## src/tmmp_pkg.sv

```systemverilog
// Shared types, constants and helpers for the tribonacci matrix-power block.
// No dependencies; used by tmmp_mac, the top level and the checker.
package tmmp_pkg;

	localparam int INDEX_BITS_DEF = 31;
	localparam int ELEM_BITS      = 30;
	localparam int MAT_DIM        = 3;
	localparam int MAT_SIZE       = MAT_DIM * MAT_DIM;
	localparam int SLOT_BITS      = $clog2(MAT_SIZE);
	localparam int DIM_BITS       = $clog2(MAT_DIM);

	typedef logic [ELEM_BITS-1:0] elem_t;
	typedef logic [SLOT_BITS-1:0] slot_t;
	typedef logic [DIM_BITS-1:0]  dim_t;

	localparam elem_t MODULUS = 30'd1000000007;
	localparam logic [31:0] MOD_W  = 32'(MODULUS);
	localparam logic [31:0] MOD_W2 = MOD_W << 1;

	// Barrett factor floor(2^60 / p), fits in 31 bits
	localparam logic [63:0] MU_WIDE    = (64'd1 << 60) / 64'd1000000007;
	localparam logic [30:0] BARRETT_MU = MU_WIDE[30:0];

	localparam dim_t DIM_LAST = dim_t'(MAT_DIM - 1);

	// row-major 3x3 constants
	localparam elem_t IDENT_INIT [MAT_SIZE] = '{
		30'd1, 30'd0, 30'd0,
		30'd0, 30'd1, 30'd0,
		30'd0, 30'd0, 30'd1
	};
	localparam elem_t TRANS_INIT [MAT_SIZE] = '{
		30'd0, 30'd1, 30'd0,
		30'd0, 30'd0, 30'd1,
		30'd1, 30'd1, 30'd1
	};
	localparam elem_t SEED_VEC [MAT_DIM] = '{30'd1, 30'd1, 30'd2};

	// tag that rides along with each product through the multiplier
	typedef struct packed {
		logic  first;
		logic  last;
		slot_t slot;
	} tag_t;

	function automatic slot_t slot_of(dim_t row, dim_t col);
		return slot_t'(row) * slot_t'(MAT_DIM) + slot_t'(col);
	endfunction

endpackage

```

## src/tmmp_mac.sv

```systemverilog
// Pipelined modular multiply-accumulate: one a*b mod p per cycle, Barrett reduction,
// running sum of a dot product per tag. Depends on tmmp_pkg.
module tmmp_mac (
	input  logic             clk,
	input  logic             arst_n,
	input  logic             issue_valid,
	input  tmmp_pkg::elem_t  op_a,
	input  tmmp_pkg::elem_t  op_b,
	input  tmmp_pkg::tag_t   issue_tag,
	output logic             busy,
	output logic             res_valid,
	output tmmp_pkg::slot_t  res_slot,
	output tmmp_pkg::elem_t  res_value
);

	logic v_s1, v_s2, v_s3, v_s4, res_valid_q;
	tmmp_pkg::tag_t tag_s1, tag_s2, tag_s3, tag_s4;
	logic [59:0] prod_s1;
	logic [30:0] q3_s2;
	logic [31:0] xlo_s2;
	logic [31:0] r_s3;
	tmmp_pkg::elem_t m_s4;
	tmmp_pkg::elem_t sum_q;
	tmmp_pkg::slot_t res_slot_q;
	tmmp_pkg::elem_t res_value_q;

	logic [61:0] q2_full;
	logic [60:0] qp_full;
	logic [31:0] r_red;
	logic [30:0] sum_add, sum_red;
	tmmp_pkg::elem_t sum_nxt;

	// q3 = floor((x >> 29) * mu / 2^31); x - q3*p lands in [0, 3p)
	assign q2_full = 62'(prod_s1[59:29]) * 62'(tmmp_pkg::BARRETT_MU);
	assign qp_full = 61'(q3_s2) * 61'(tmmp_pkg::MODULUS);

	always_comb begin
		if (r_s3 >= tmmp_pkg::MOD_W2) begin
			r_red = r_s3 - tmmp_pkg::MOD_W2;
		end else if (r_s3 >= tmmp_pkg::MOD_W) begin
			r_red = r_s3 - tmmp_pkg::MOD_W;
		end else begin
			r_red = r_s3;
		end
	end

	assign sum_add = {1'b0, sum_q} + {1'b0, m_s4};
	assign sum_red = (sum_add >= 31'(tmmp_pkg::MODULUS)) ?
		sum_add - 31'(tmmp_pkg::MODULUS) : sum_add;
	assign sum_nxt = tag_s4.first ? m_s4 : sum_red[tmmp_pkg::ELEM_BITS-1:0];

	always_ff @(posedge clk or negedge arst_n) begin
		if (!arst_n) begin
			v_s1        <= 1'b0;
			v_s2        <= 1'b0;
			v_s3        <= 1'b0;
			v_s4        <= 1'b0;
			res_valid_q <= 1'b0;
		end else begin
			v_s1        <= issue_valid;
			v_s2        <= v_s1;
			v_s3        <= v_s2;
			v_s4        <= v_s3;
			res_valid_q <= v_s4 && tag_s4.last;
		end
	end

	always_ff @(posedge clk) begin
		prod_s1 <= 60'(op_a) * 60'(op_b);
		tag_s1  <= issue_tag;
		q3_s2   <= q2_full[61:31];
		xlo_s2  <= prod_s1[31:0];
		tag_s2  <= tag_s1;
		r_s3    <= xlo_s2 - qp_full[31:0];
		tag_s3  <= tag_s2;
		m_s4    <= r_red[tmmp_pkg::ELEM_BITS-1:0];
		tag_s4  <= tag_s3;
		if (v_s4) begin
			sum_q       <= sum_nxt;
			res_value_q <= sum_nxt;
			res_slot_q  <= tag_s4.slot;
		end
	end

	assign busy      = v_s1 | v_s2 | v_s3 | v_s4 | res_valid_q;
	assign res_valid = res_valid_q;
	assign res_slot  = res_slot_q;
	assign res_value = res_value_q;

endmodule

```

## config.mk

```make
export PLATFORM = sky130hd
export DESIGN_NAME = tmmp_mac
export DESIGN_NICKNAME = d
export VERILOG_FILES = /design/src/tmmp_pkg.sv /design/src/tmmp_mac.sv
export SDC_FILE = /design/constraint.sdc
export NUM_CORES = 2
export LEC_CHECK = 0
export BUFFER_PORTS_ARGS = -buffer_cell sky130_fd_sc_hd__buf_2
export CORE_AREA = 4 4 338 340
export CTS_BUF_LIST = sky130_fd_sc_hd__clkbuf_16
export DETAILED_ROUTE_END_ITERATION = 16
export DIE_AREA = 0 0 342 344
export HOLD_SLACK_MARGIN = 0.15
export PLACE_DENSITY = 0.74
export SYNTH_ARGS = -nofsm -noshare
export SYNTH_HDL_FRONTEND = slang
export SYNTH_SLANG_ARGS = --single-unit
```

## constraint.sdc

```tcl
create_clock -name clk -period 6.8 [get_ports clk]
set_input_delay 0 -clock clk [delete_from_list [all_inputs] [get_ports clk]]
set_output_delay 0 -clock clk [all_outputs]
set_load 0.02 [all_outputs]
```

==> impl_metrics.json <==
{
  "core_sq_mm": 0.112,
  "die_y_um": 344,
  "setup_tns_ns": 0,
  "place_congestion": 0.969,
  "synth_top_area_share_pct": 41.6,
  "io_pins": 105,
  "fillers": 9321,
  "totalWireLength_um": 155000,
  "startpoint_type": "primary input",
  "maxCapViolations": 0,
  "crit_path_end_kind": "register",
  "status": "completed",
  "antenna_cells": 0,
  "final_cells": 8284,
  "critical_path.slowest_cell": "fa_1",
  "grt_max_degree": 55,
  "reg2reg_slack_ns": 0.24,
  "worstHoldEndpoint": "prod_s1[1]",
  "vias": 44400,
  "syn-instance-count": 6371,
  "grt_use_total_pct": 26.9,
  "setup_viol_count_final": 0,
  "grt_antenna_before_repair": 2,
  "hpwl_um": 135000,
  "io_buffers": 104,
  "clock_latency_ns": 0.56,
  "yosysTopAreaCell": "fa_1",
  "synthTopCellsByCount": "inv_1, fa_1, ha_1",
  "cp.required_ns": 7.24,
  "synth_cell_types": 89,
  "yosysWarnings": 0,
  "row_count": 123,
  "period_minus_slack_ns": 6.60,
  "nets": 8910,
  "viasPerCell": 5.36,
  "clkTransAtPathRegs_ns": 0.06,
  "synth_edf_count": 34,
  "syn_avg_cell_area_sq_um": 9.53,
  "rr_startpoint": "q3_s2[18]",
  "worst_slew_pin_slew_ns": 1.21,
  "max-slew-margin-rel_pct": 18.7,
  "hold_path_class": "in2reg",
  "die_x_um": 342,
  "grt-ovfl-total": 0,
  "timing.fmax_mhz": 152,
  "antenna_left": 0,
  "initial_core_util_pct": 54.4,
  "seq_area_frac_synth_pct": 8.78,
  "worstSetupPathType": "in2reg",
  "placed_cells": 8200,
  "slew_violations": 0,
  "reg2reg_to": "r_s3[31]",
  "finClkSkew_ns": 0.0164,
  "h-tree-depth": 1,
  "grt_pass1_wl_um": 253000,
  "synth_seq_cells": 248,
  "grt_pass1_vias": 48100,
  "clockBufferDepth": 3,
  "hold_viol_final": 0,
  "cts_buffers": 26,
  "min-delay-start": "op_a[0]",
  "cp_top_family": "adder cells",
  "cts_num_sinks": 248,
  "syn_to_final_growth_pct": 12.0,
  "multi_input_area_sq_mm": 0.0491,
  "drive_gt1_share_pct": 11.4,
  "cts-root-buf": "clkbuf_16",
  "tritoncts": "done",
  "syn_nets": 8517,
  "async_flop_share_pct": 2.02,
  "hold_depth": 4,
  "drc": 0,
  "cp.arrival_ns": 7.04,
  "synthTopCellsByArea": "fa_1, ha_1, inv_1",
  "yosysMostFrequentCell": "inv_1",
  "path_buf_inv": 5,
  "synth_area_sq_mm": 0.0607,
  "regArea_sq_mm": 0.00536,
  "r2r_cells": 27,
  "design.die.area_sq_mm": 0.118,
  "synthFlopType": "dfxtp_1",
  "drtIter0Drc": 2977,
  "cpMostUsedCell": "fa_1",
  "drtPass1Iterations": 6,
  "min_period_over_period_pct": 97.0,
  "slowest_delay_ns": 0.56,
  "wire_per_inst_um": 18.7,
  "cp_max_fo": 11
}
layer usage:
metal | share of wire, % | global-route usage (%) | vias to the layer above
met1 | 42 | 37.0 | 22400
met5 | 0.0084 | 0 | -
li1 | - | - | 20200
met3 | 8.0 | 4.88 | 246
met4 | 2.6 | 5.77 | 2
met2 | 47 | 45.1 | 1530
per-stage QoR:
stage	util (%)	hold slack, ns	setup slack (ns)	instance area, sq um
3_5_place_dp	59.1	-0.182	-0.692	65900
5_1_grt	60.9	0.241	-0.0744	68000
4_1_cts	60.1	0.213	0.00277	67100
2_1_floorplan	-	-0.296	-0.0118	60800
6_report	60.9	0.213	0.201	68000
3_3_place_gp	59.1	-0.186	-0.518	65900
flip-flops by register name, indices dropped and copies added (netlist names), 4 cells and up:
| name | count |
|---|---|
| m_s4 | 30 |
| res_slot | 4 |
| tag_s1 | 6 |
| tag_s2 | 6 |
| q3_s2 | 31 |
| res_value | 30 |
| xlo_s2 | 32 |
| tag_s3 | 6 |
| r_s3 | 32 |
| tag_s4 | 6 |
| prod_s1 | 60 |
cell families after synthesis:
| kind of cell | count (synthesis) | share of synthesized area, % |
|---|---|---|
| compound gates | 606 | 6.76 |
| flops | 248 | 8.78 |
| simple gates | 1425 | 12.0 |
| xor+xnor | 187 | 2.70 |
| buf+inv | 1827 | 11.3 |
| fa+ha+maj | 2078 | 58.4 |
cells in the final DEF (no fill, tap or decap), types with 69 or more instances in the layout:
cell type,netlist,routed
a21oi_1,147,139
and2_1,538,527
buf_2,13,69
buf_4,1,434
dfxtp_1,209,193
fa_1,1261,1235
ha_1,816,799
inv_1,1602,1592
nand2_1,491,491
nor2_1,131,127
o21ai_0,121,111
xnor2_1,139,138
worst register-to-register path: stages, from the launching register on:
cell	delay, ns
dfxtp_1	0.36
fa_1	0.55
inv_1	0.06
fa_1	0.55
inv_1	0.07
ha_1	0.29
inv_1	0.05
fa_1	0.51
inv_1	0.06
fa_1	0.52
inv_1	0.05
fa_1	0.47
inv_1	0.05
fa_1	0.48
inv_1	0.04
ha_1	0.34
a21o_1	0.20
a21oi_1	0.19
o21bai_2	0.15
a41oi_2	0.21
nor2_1	0.08
o41ai_2	0.07
buf_4	0.21
a21oi_1	0.08
a2111oi_1	0.38
buf_4	0.19
a21oi_1	0.09
xnor2_1	0.14
cell type report:
type,instances,share of cell area (%)
flip-flops and latches,248,7.88
clock buffers,27,0.994
inverters,1603,8.85
repair buffers,589,7.03
multi-input cells,4296,72.2
well taps,1500,2.76
clock inverters,21,0.324
timing repair:
action                                  4_1_cts  5_1_grt
endpoints found under the setup margin       23       45
pin swaps                                     1       78
gates resized for setup                      17      237
setup buffers                                 0       16
gates cloned                                  0        3
hold buffers                                 18        0
endpoints found under the hold margin        13        0
worst max-delay path by stage:
stage	slack, ns	startpoint	depth (start not counted)	endpoint
CTS	0.003	op_b[7]	27	prod_s1[49]
floorplan	-0.01	op_b[3]	27	prod_s1[59]
global route	-0.07	q3_s2[18]	27	r_s3[31]
finish	0.20	op_a[16]	25	prod_s1[59]
detailed placement	-0.69	op_a[21]	26	prod_s1[58]
global placement	-0.52	op_a[21]	26	prod_s1[58]
Power is left out: the tool's default activity adds up to more than one toggle a clock period on the data nets, which glitch-free logic cannot reach.
